--- src/sv/m2i_pkg.sv ---
// Shared types and constants for the 2x2 inverse core.
`timescale 1ns / 1ps
package m2i_pkg;
  localparam int InWidth  = 16;
  localparam int InFrac   = 8;
  localparam int OutFrac  = 16;
  localparam int Shift    = InFrac + OutFrac;
  localparam int NumBits  = InWidth + Shift;          // quotient bits produced
  localparam int DetWidth = 2 * InWidth + 1;          // full determinant
  localparam int DmagWidth = 2 * InWidth;             // |det| fits here
  localparam int MagWidth = InWidth;                  // |entry| fits here
  localparam int RemWidth = DmagWidth + 1;
  localparam int QWidth   = NumBits;
  localparam int CntWidth = 6;

  typedef logic signed [InWidth-1:0] entry_t;
  typedef logic [DmagWidth-1:0] dmag_t;
  typedef logic [MagWidth-1:0] mag_t;
  typedef logic [RemWidth-1:0] rem_t;
  typedef logic [QWidth-1:0] quot_t;

  // One matrix in flight through the divider chain.
  typedef struct packed {
    logic              valid;
    logic [32:0]       det;
    logic              singular;
    dmag_t             dmag;
    logic              dneg;
    logic [3:0]        nneg;
    mag_t  [3:0]       num;
    rem_t  [3:0]       rem;
    quot_t [3:0]       q;
  } stage_t;
endpackage

--- src/sv/m2i_div_cell.sv ---
// One restoring-division step for all four numerators, registered.
`timescale 1ns / 1ps
module m2i_div_cell (
  input  logic            clk,
  input  logic            rst,
  input  logic            en,
  input  logic [m2i_pkg::CntWidth-1:0] step,
  input  m2i_pkg::stage_t din,
  output m2i_pkg::stage_t dout
);
  import m2i_pkg::*;
  stage_t nxt;
  rem_t   sh;
  logic   bit_in;
  int     src;

  always_comb begin
    nxt = din;
    for (int k = 0; k < 4; k++) begin
      src = NumBits - 1 - int'(step) - Shift;
      bit_in = (src >= 0) ? din.num[k][src[$clog2(MagWidth)-1:0]] : 1'b0;
      sh = {din.rem[k][RemWidth-2:0], bit_in};
      if (sh >= {1'b0, din.dmag}) begin
        nxt.rem[k] = sh - {1'b0, din.dmag};
        nxt.q[k] = {din.q[k][QWidth-2:0], 1'b1};
      end else begin
        nxt.rem[k] = sh;
        nxt.q[k] = {din.q[k][QWidth-2:0], 1'b0};
      end
    end
  end

  always_ff @(posedge clk) begin
    if (rst) begin
      dout.valid <= 1'b0;
    end else if (en) begin
      dout.valid <= din.valid;
    end
    if (en) begin
      dout.det <= nxt.det;        dout.singular <= nxt.singular;
      dout.dmag <= nxt.dmag;      dout.dneg <= nxt.dneg;
      dout.nneg <= nxt.nneg;      dout.num <= nxt.num;
      dout.rem <= nxt.rem;        dout.q <= nxt.q;
    end
  end
endmodule

--- config.mk ---
export PLATFORM = sky130hd
export DESIGN_NAME = m2i_div_cell
export DESIGN_NICKNAME = d
export VERILOG_FILES = /design/src/sv/m2i_pkg.sv /design/src/sv/m2i_div_cell.sv
export SDC_FILE = /design/constraint.sdc
export NUM_CORES = 1
export LEC_CHECK = 0
export ABC_CLOCK_PERIOD_IN_PS = 14940
export BUFFER_PORTS_ARGS = -buffer_cell sky130_fd_sc_hd__buf_2
export CAP_MARGIN = 10
export CORE_AREA = 2 2 336 338
export DETAILED_ROUTE_END_ITERATION = 10
export DIE_AREA = 0 0 338 340
export HOLD_SLACK_MARGIN = 0.03
export PLACE_DENSITY_LB_ADDON = 0.08
export SLEW_MARGIN = 20
export SYNTH_ARGS = -nofsm -noshare
export SYNTH_HDL_FRONTEND = slang
export SYNTH_SLANG_ARGS = --single-unit
export TNS_END_PERCENT = 30
--- constraint.sdc ---
create_clock -name clk -period 14.94 [get_ports clk]
set_input_delay 2.988 -clock clk [delete_from_list [all_inputs] [get_ports clk]]
set_output_delay 2.988 -clock clk [all_outputs]
set_load 0.01 [all_outputs]
Yosys cells after proc, flatten, opt, wreduce, memory -nomap -nowiden
Index checks and enable logic that the tools add are counted.

cells by class
  reduce and logical (&&, ||, !) cells = 0
  eq/ne operators = 0
  order comparisons = 6
  div/mod/pow operators = 0
  add/sub/neg operators = 6
  bitwise gates (word level) = 0
  mux-type cells = 20
  shift operators = 0
  $mul = 0

operator list
  operator                                                           number
  greater-or-equal comparator 33 x 32 -> 1 bit                       4
  2-to-1 mux 33 bit                                                  4
  subtractor 33 x 32 -> 33 bit                                       4
  binary-select mux 1 bit (select 4 bit)                             4
  2-to-1 mux 1 bit                                                   12
  greater-or-equal comparator 8 x 1 -> 1 bit, second input constant  1
  subtractor 7 x 6 -> 8 bit, second input constant                   1
  subtractor 6 x 6 -> 7 bit, first input constant                    1
  less-than comparator 4 x 5 -> 1 bit, second input constant         1

storage, ports and cells
  output and inout port bits = 428
  bits in latches = 0
  register bits = 428
  memories kept = 0
  RAM bits = 0
  bits in read-only memories = 0

Longest topological paths before layout
  word-level depth = 7
  mapped depth = 19

Worst setup path before layout
Ideal clock, no wire load.

  path kind = input port to flip-flop
  start point = in step[0] in the netlist's numbering
  end point = reg dout[221] in the netlist's numbering (data pin)
  arrival = 7443 ps
  path slack = 7237 ps
  stages on the path = 17
  path buffers = 2
  cell sequence = clkbuf_1 > buf_1 > mux4_2 > mux4_2 > nand2b_1 > ha_1 > fa_1 > nor2b_1 > o31a_1 > o31ai_2 > a21oi_1 > a31o_1 > a2111o_1 > a31oi_2 > o21ai_0 > xnor2_1 > mux2_4

RTL lines
  item                line               RTL
  start: declaration  m2i_div_cell.sv:7  input logic [m2i_pkg::CntWidth-1:0] step,
  end: declaration    m2i_div_cell.sv:9  output m2i_pkg::stage_t dout

==> results.ini <==
[run_status]
status=finished clean

[drt]
firstDrtPassIters=6
drt-initial-drc-count=965
drt-total-wl_um=96400
antenna_left=0
drc=0
vias_per_cell=4.27
vias=17700
routedWlPerCell_um=23.2

[clocking]
cts-resized-gates=0
clk_pin_slew_ns=0.06
cts_tree=done
h-tree-depth=2
cts_made_buffers=57
insertion_delay_ns=0.63
post_cts_buffers=0
clock-sinks=428
cts-root-buf=clkbuf_16
cts_max_path_buffers=3
ctsHoldBuffers=0

[floorplanning]
die_height_um=340
die-area_um2=115000
num_rows=123
initial_core_util_pct=19.5
core_area_um2=112000
die_x_um=338
ios=865

[setup_path]
worstSetupPathType=input port to flop
r2r_start=dout[427]
crit_start=step[0]
arrival_ns=7.86
crit_fanout=16
worstSetupStartpointType=input port
required_ns=15.32
cp-end-kind=flop

[synth]
synthArstFlopShare_pct=0
synth_area_per_cell_um2=12.5
ys_types=80
syn_inst=1736
ys_warn_count=0
syn_nets=2307
ys_seq_elements=428
yosys_most_used_dff=edfxtp_1
synth_edf_count=427
seq_area_frac_synth_pct=59.0
netlist_area_um2=21800

[sta]
fin_crit_sh_pct=50.1
finalWorstSetupSlack_ns=7.45
final.min_clock_period_ns=7.49
maxSlewViolCount=0
hold_viol_final=0
setup_tns_ns=0
worst_slew_margin_rel_pct=37.7
finalClockSkew_ns=0
setup_viol=0
worst_pin_slew_ns=0.934
rsz0062_at_grt=no
fmax_mhz=134

[global_routing]
grt_overflow=0
first_global_vias=17900
grt_pass1_wl_um=133000
grt_max_degree=132
track_usage_pct=16.1
antenna_found_initial=39

[final_layout]
synthToLayoutAreaGrowth_pct=36.0
design_area_um2=29600
largest_reg_flops=428
nNetsFinal=3170
nFillCells=11900
top_regs=dout x428
top_register=dout
instances_no_fill=4153
final_layout_size_suffix_gt1_share_pct=38.4

[run]
maxCapViolCount=0

[hold_path]
min_path_type=flop to flop
hold_start=dout[427]

[power]
p_leak_nw=12.5
ir_worst_vdd_mv=0.0897
p_per_area_nw_per_um2=123

[place]
gp_congestion=0.811
place_inst=4040
dp_hpwl_um=79600
dpl-instance-area_um2=27700
port_buffers=856
pre_cts_slack_ns=6.63

-- through the flow --
step	utilization, %	hold WS [ns]	power [mW]
floorplan	-	0.528	1.94
detailed placement	24.9	0.493	2.32
global placement	24.9	0.484	2.32
finish	26.5	0.509	3.63
global route	26.5	0.569	3.83
CTS	26.5	0.507	3.72
-- synth_stat cells (all sizes together), types with 3 or more instances --
| master | instances | share of area, % |
|---|---|---|
| edfxtp | 427 | 59 |
| a21oi | 168 | 3.9 |
| nand2 | 144 | 2.5 |
| ha | 130 | 7.5 |
| o21ai | 126 | 3.0 |
| nor2 | 109 | 1.9 |
| a21o | 72 | 2.5 |
| inv | 67 | 1.2 |
| xnor2 | 67 | 2.7 |
| xor2 | 43 | 1.7 |
| clkbuf | 42 | 0.74 |
| nand3 | 29 | 0.67 |
| nand4 | 25 | 0.72 |
| mux2 | 22 | 1.2 |
| buf | 20 | 0.53 |
| mux4 | 20 | 2.1 |
| nor3 | 18 | 0.44 |
| nor2b | 17 | 0.49 |
| a31oi | 16 | 0.56 |
| nand2b | 16 | 0.46 |
| o21a | 16 | 0.55 |
| o21bai | 16 | 0.55 |
| and3 | 14 | 0.40 |
| o31a | 14 | 0.57 |
| a211oi | 11 | 0.40 |
| o31ai | 8 | 0.45 |
| mux2i | 6 | 0.28 |
| and2 | 5 | 0.14 |
| nor4 | 5 | 0.14 |
| or2 | 5 | 0.14 |
| a41oi | 4 | 0.16 |
| fa | 4 | 0.37 |
| a21boi | 3 | 0.10 |
| a221o | 3 | 0.14 |
| a221oi | 3 | 0.12 |
| a311o | 3 | 0.14 |
| a311oi | 3 | 0.12 |
| o2111a | 3 | 0.16 |
| o22ai | 3 | 0.12 |
| o311ai | 3 | 0.16 |
-- area by class of cell --
type                    count  area (µm²)  share of cell area [%]
flip-flops and latches    428       12800                    43.4
multi-input cells        1179        8400                    28.4
repair buffers            866        4380                    14.8
well taps                1500        1880                    6.34
clock buffers              68        1490                    5.03
clock inverters            35         332                    1.12
inverters                  67         251                   0.850
diodes                     10        25.0                  0.0846
-- power by group --
part	internal, mW	switching, mW
clock	0.779	0.574
sequential	1.48	0.0318
combinational	0.298	0.474
-- cells by family after synthesis --
group,share of synthesized area [%]
xor+xnor,4.43
buf+inv,2.43
mux,3.55
fa+ha+maj,7.85
compound gates,14.4
simple gates,8.26
flops,59.0
-- cell usage in the layout, fill, tap and decap left out, types with 18 or more instances in the layout --
cell type,Yosys,layout
xnor2_1,67,67
nand4_1,25,25
mux4_2,20,20
mux2_2,18,18
nand2_1,144,144
nor2_1,109,109
xor2_1,43,43
o21ai_0,117,117
clkbuf_16,0,58
buf_2,12,855
nand3_1,29,28
ha_1,130,130
inv_1,67,67
edfxtp_1,427,427
a21oi_1,166,166
a21o_1,72,72
-- per-layer routing --
layer  vias to the layer above  track usage, %  wire length (µm)
li1                       8350               -                 -
met1                      8452            17.4             35600
met2                       727            28.8             48400
met3                       162            6.28              9720
met4                        48            4.61              2390
met5                         -               0               301
-- critical path, stage by stage --
cell and delay [ns]:
buf_2 0.51, mux4_2 0.65, mux4_2 0.50, nand2b_1 0.21, ha_1 0.23, fa_1 0.22
nor2b_1 0.08, o2111ai_1 0.18, nand4b_1 0.26, o311ai_0 0.47, a31oi_1 0.37, a21boi_0 0.60
o21bai_1 0.11, a21oi_1 0.19, xor2_1 0.17, a21oi_1 0.08
-- worst paths after layout --
kind | endpoint | slack (ns) | depth (start not counted)
hold reg to reg | dout[427] | 0.51 | 2
setup reg to reg | dout[427] | 14.35 | 2
hold / removal | dout[427] | 0.51 | 2
setup / recovery | dout[256] | 7.45 | 16
Note: power is estimated with default switching activity, not from simulation.
