===== config.mk =====
export PLATFORM = sky130hd
export DESIGN_NAME = m2i_front
export DESIGN_NICKNAME = d
export VERILOG_FILES = /design/src/sv/m2i_pkg.sv /design/src/sv/m2i_front.sv
export SDC_FILE = /design/constraint.sdc
export NUM_CORES = 2
export LEC_CHECK = 0
export ABC_AREA = 1
export ABC_CLOCK_PERIOD_IN_PS = 13200
export BUFFER_PORTS_ARGS = -buffer_cell sky130_fd_sc_hd__buf_4
export CAP_MARGIN = 20
export CORE_UTILIZATION = 55
export DETAILED_ROUTE_END_ITERATION = 10
export GPL_ROUTABILITY_DRIVEN = 0
export GPL_TIMING_DRIVEN = 0
export PLACE_DENSITY = 0.76
export SYNTH_ARGS = -nofsm -noshare
export SYNTH_HDL_FRONTEND = slang
export SYNTH_SLANG_ARGS = --single-unit
export TNS_END_PERCENT = 1

===== constraint.sdc =====
create_clock -name clk -period 13.2 [get_ports clk]
set_input_delay 1.32 -clock clk [delete_from_list [all_inputs] [get_ports clk]]
set_output_delay 1.32 -clock clk [all_outputs]
set_load 0.1 [all_outputs]

===== src/sv/m2i_pkg.sv =====
// Shared types and constants for the 2x2 inverse core.
`timescale 1ns / 1ps
package m2i_pkg;
  localparam int InWidth  = 16;
  localparam int InFrac   = 8;
  localparam int OutFrac  = 16;
  localparam int Shift    = InFrac + OutFrac;
  localparam int NumBits  = InWidth + Shift;          // quotient bits produced
  localparam int DetWidth = 2 * InWidth + 1;          // full determinant
  localparam int DmagWidth = 2 * InWidth;             // |det| fits here
  localparam int MagWidth = InWidth;                  // |entry| fits here
  localparam int RemWidth = DmagWidth + 1;
  localparam int QWidth   = NumBits;
  localparam int CntWidth = 6;

  typedef logic signed [InWidth-1:0] entry_t;
  typedef logic [DmagWidth-1:0] dmag_t;
  typedef logic [MagWidth-1:0] mag_t;
  typedef logic [RemWidth-1:0] rem_t;
  typedef logic [QWidth-1:0] quot_t;

  // One matrix in flight through the divider chain.
  typedef struct packed {
    logic              valid;
    logic [32:0]       det;
    logic              singular;
    dmag_t             dmag;
    logic              dneg;
    logic [3:0]        nneg;
    mag_t  [3:0]       num;
    rem_t  [3:0]       rem;
    quot_t [3:0]       q;
  } stage_t;
endpackage


===== src/sv/m2i_front.sv =====
// Determinant and sign split, registered ahead of the divider chain.
`timescale 1ns / 1ps
module m2i_front (
  input  logic            clk,
  input  logic            rst,
  input  logic            en,
  input  logic            vin,
  input  m2i_pkg::entry_t a,
  input  m2i_pkg::entry_t b,
  input  m2i_pkg::entry_t c,
  input  m2i_pkg::entry_t d,
  output m2i_pkg::stage_t dout
);
  import m2i_pkg::*;
  logic signed [2*InWidth-1:0] ad, bc;
  logic signed [DetWidth-1:0] det;
  logic signed [InWidth:0] n [4];
  stage_t nxt;

  // Register the products before the subtract.
  logic vp;
  entry_t pa, pb, pc, pd;
  always_ff @(posedge clk) begin
    if (rst) vp <= 1'b0;
    else if (en) vp <= vin;
    if (en) begin
      ad <= a * d;  bc <= b * c;
      pa <= a; pb <= b; pc <= c; pd <= d;
    end
  end

  always_comb begin
    det = DetWidth'(ad) - DetWidth'(bc);
    n[0] = {pd[InWidth-1], pd};
    n[1] = -{pb[InWidth-1], pb};
    n[2] = -{pc[InWidth-1], pc};
    n[3] = {pa[InWidth-1], pa};
    nxt = '0;
    nxt.valid = vp;
    nxt.det = det;
    nxt.singular = (det == '0);
    nxt.dneg = det[DetWidth-1];
    nxt.dmag = DmagWidth'(det[DetWidth-1] ? -det : det);
    for (int k = 0; k < 4; k++) begin
      nxt.nneg[k] = n[k][InWidth];
      nxt.num[k] = MagWidth'(n[k][InWidth] ? -n[k] : n[k]);
    end
  end

  always_ff @(posedge clk) begin
    if (rst) dout.valid <= 1'b0;
    else if (en) dout.valid <= nxt.valid;
    if (en) begin
      dout.det <= nxt.det;        dout.singular <= nxt.singular;
      dout.dmag <= nxt.dmag;      dout.dneg <= nxt.dneg;
      dout.nneg <= nxt.nneg;      dout.num <= nxt.num;
      dout.rem <= nxt.rem;        dout.q <= nxt.q;
    end
  end
endmodule


; Word-level counts from Yosys, hierarchy flattened
; Cells that the tools add are included.
[word_totals]
register_bits = 265
mem_bits_ro = 0
latchBits = 0
word_cells = 35
mem_bits_rw = 0
n_memories = 0
[op_classes]
n_mux = 5
n_bitwise = 0
div_mod_pow = 0
n_shift = 0
mul = 2
n_lt_le_gt_ge = 0
n_eq_ne = 0
n_reduce_logical = 1
n_addsub = 8
[ops]
columns = op, n
row1 = $mul A16 B16 Y32, 2
row2 = $neg A16 Y16, 4
row3 = $neg A17 Y17, 2
row4 = $logic_not A33 Y1, 1
row5 = $sub A32 B32 Y33, 1
row6 = $mux W16, 2
row7 = $mux W32, 1
row8 = $neg A32 Y32, 1
row9 = $mux W15, 2

; Depth between registers and ports, before layout
[depth]
ltp_word = 3
ltp_mapped = 30
mapped_depth_nobuf = 28

; Least setup slack after synthesis
; OpenSTA, ideal clock, no wires.
[synth_timing]
path_kind = input -> register
from = in c[3]
to = reg bc[28], data pin
t_arrival_ns = 6.718
required_time_ns = 12.941
n_path_buf = 2
slack_ns = 6.223
setup_ns = 0.259
path_stages = 21
path_cell_list = clkbuf_1 -> clkbuf_1 -> nand2_1 -> inv_1 -> fa_1 -> fa_1 -> fa_1 -> fa_1 -> fa_1 -> inv_1 -> fa_1 -> inv_1 -> ha_1 -> nand2_1 -> nor4_1 -> nand2_1 -> o211ai_1 -> nand3_1 -> nand2_1 -> a21oi_1 -> xnor2_1
[synth_between]
elab_chain_cells = 1
[synth_lines]
columns = element, line_no
row1 = start: declaration, m2i_front.sv:10  ; input m2i_pkg::entry_t c,
row2 = $mul A16 B16 Y32, m2i_front.sv:27  ; ad <= a * d; bc <= b * c;
row3 = end signal: assignment, m2i_front.sv:27
row4 = end: declaration, m2i_front.sv:15  ; logic signed [2*InWidth-1:0] ad, bc;
; No other way between the ends.
; A chain may end at the register's enable or synchronous reset.

; Worst setup path after layout
; Same ends and word-level chain as after synthesis.

==> flow_summary.toml <==
[critical_path]
crit_required_ns = 13.51
worstSetupEndpointType = "register"
crit_chain = "buf_4 -> clkbuf_1 -> clkbuf_1 -> nand2_1 -> inv_1 -> fa_1 -> fa_1 -> fa_1 -> fa_1 -> fa_1 -> inv_1 -> fa_1 -> inv_1 -> ha_1 -> nand2_1 -> nor4_1 -> nand2_1 -> o211ai_1 -> nand3_1 -> nand2_1 -> a21oi_1 -> xnor2_1"
worstPathArrival_ns = 7.85
slowest_stage = "fa_1"
crit_path_max_fanout = 10
startpoint_type = "primary input"
cp_num_buf_inv = 6
cp_top_family = "adder cells"
cpMostUsedCell = "fa_1"
ff2ff_setup_slack_ns = 9.77
critPathKind = "in -> reg"
slowest_delay_ns = 0.92

[placement]
io_buffers = 203
dp_hpwl_mm = 73.2
dp_cells = 5608

[yosys]
syn_area_per_cell_sq_um = 8.47
synth-main-ff-cell = "edfxtp_1"
yosysUniqueCellTypes = 56
syn_area_sq_um = 36100
netlist_instances = 4257
synth_warnings = 0
ys_ff_latch = 263
ys_async_sr_fraction = 0
synth_edf_count = 261
synth_seq_area_share = 0.218

[clocking]
cts_tree = "done"
cts-root-buf = "clkbuf_16"
clockBufferDepth = 3
cts_resized = 0
clkLatencyLatePin_ns = 0.57
holdBufCountCts = 0
cts.sinks = 263
clk_pin_slew_ns = 0.06
h-tree-depth = 1
numCtsBuffers = 29
post-cts-setup-buffers = 0

[detailed_routing]
drt_iter0_drc = 2335
drt_wl_total_mm = 86.0
ant_nets = 0
drc = 0
first_pass_iters = 6
wl_per_cell_microns = 15.2
vias_per_cell = 4.87
num_vias = 27600

[timing]
fin_crit_ns = 7.55
period_share = 0.572
fin_skew_ns = 0.0122
tightest_slew_ns = 0.862
slew_headroom = 0.424
setup_violations = 0
grt_setup_unrepaired = "no"
finalHoldViolCount = 0
report.final.slew_viol_count = 0
setup_tns_ns = 0
hold-worst-slack_ns = 0.458
clock.fmax_ghz = 0.132

[global_routing]
grtUsageTotal = 0.262
grt_pass1_wl_mm = 138
grt_start_max_net_pins = 120
antenna_found_initial = 0
grt_pass1_vias = 27200
grt_remaining_overflow = 0

[floorplanning]
die_width_microns = 258
num_rows = 93
design.core.area_sq_um = 64600
die-area_sq_um = 66600
die_h_microns = 258
io_pins = 496
initial_utilization = 0.559

[finish]
area_growth_pct = 13.0
stdcell_count = 5657
diodes = 0
drive_gt1_frac = 0.136
final_core_util = 0.631
fin_nets = 5578

[outcome]
run_status = "finished, final reports clean"

[job]
maxCapViolations = 0

[hold_path]
hold_path.class = "reg -> reg"
==> kinds of logic (layout without fill, tap and decap cells) <==
family / count (synthesis) / count (layout) / synth area share
xor+xnor: 168 / 168 / 0.0414
simple gates: 1368 / 1368 / 0.158
fa+ha+maj: 726 / 726 / 0.361
other cells: 1 / 292 / 0.000104
compound gates: 192 / 192 / 0.0302
flops: 263 / 263 / 0.218
buf+inv: 1539 / 1793 / 0.191
==> per-layer routing <==
metal / part of all wire / wire [microns] / vias to the layer above / global-route usage
met1: 0.39 / 33400 / 13000 / 0.348
met3: 0.11 / 9230 / 223 / 0.0541
met2: 0.47 / 40100 / 1327 / 0.425
li1: - / - / 13000 / -
met5: 0 / 0 / - / 0
met4: 0.038 / 3310 / 0 / 0.0962
==> final timing paths <==
path | from | to | depth (start not counted)
setup / recovery | c[3] | bc[28]$_DFFE_PP_ | 22
hold / removal | vp$_SDFFE_PP0P_ | dout[427]$_SDFFE_PP0P_ | 2
setup reg to reg | bc[0]$_DFFE_PP_ | dout[389]$_DFFE_PP_ | 16
hold reg to reg | vp$_SDFFE_PP0P_ | dout[427]$_SDFFE_PP0P_ | 2
==> layout by cell type, fill, tap and decap left out, types with 4 or more instances in the layout <==
cell and n:
o21bai_1 4, nand3_2 10, ha_1 201, inv_2 19, bufinv_16 4, buf_4 496, a21oi_1 88, xor2_1 102
a31oi_1 4, buf_2 4, nand3_1 80, o21ai_0 59, o31ai_1 5, a21o_1 5, clkbuf_16 29, or2_2 10
fa_1 525, o21ai_2 4, nor4_1 7, nor2_2 16, conb_1 292, edfxtp_1 261, o21a_1 5, clkinv_1 4
nand2_2 28, nor2_1 171, nor3_1 27, clkinv_2 5, nor2_4 5, clkbuf_1 118, xnor2_1 63, nand2_1 963
inv_1 1102, nand4_1 32
==> registers in the layout, indices dropped and copies added (netlist names) <==
name and flops:
pa 16, vp 1, dout 134, bc 32, pd 16, ad 32, pc 16, pb 16
==> through the flow <==
step | worst slack (ns) | instance area [sq um]
after global placement | 5.31 | 39800
after detailed placement | 5.19 | 39800
final | 5.65 | 40800
after CTS | 5.75 | 40800
after global routing | 5.24 | 40800
after floorplan | 6.22 | 37200
==> cell usage after synthesis (59+ instances only) <==
master | number | area (sq um)
a21oi_1 | 88 | 440
buf_4 | 294 | 2210
clkbuf_1 | 116 | 435
edfxtp_1 | 261 | 7840
fa_1 | 525 | 10500
ha_1 | 201 | 2510
inv_1 | 1102 | 4140
nand2_1 | 963 | 3610
nand3_1 | 80 | 400
nor2_1 | 171 | 642
o21ai_0 | 59 | 295
xnor2_1 | 63 | 552
xor2_1 | 102 | 893
==> worst register-to-register path: stages, from the launching register on <==
cell and delay [ns]:
edfxtp_1 0.48, ha_1 0.23, inv_1 0.17, fa_1 0.33
nand2_2 0.13, a21oi_4 0.30, nand2_2 0.11, nand2_2 0.12
nand2_1 0.09, nand4_1 0.10, nand2_1 0.28, nor2_1 0.25
inv_2 0.06, nor2_1 0.12, nand4_1 0.21, nand3b_1 0.15
nand2_1 0.05
==> area by class of cell <==
type / instances / area, sq um
Inverter: 1122 / 4210
Tap cell: 855 / 1070
Buffer: 417 / 2680
Clock inverter: 18 / 208
Clock buffer: 31 / 733
Multi-Input combinational cell: 2746 / 22400
Timing Repair Buffer: 205 / 1590
Fill cell: 5423 / 23800
Sequential cell: 263 / 7880
Power is not shown: default switching activity piles up to over one toggle a cycle in this logic, so the estimate is an artifact.
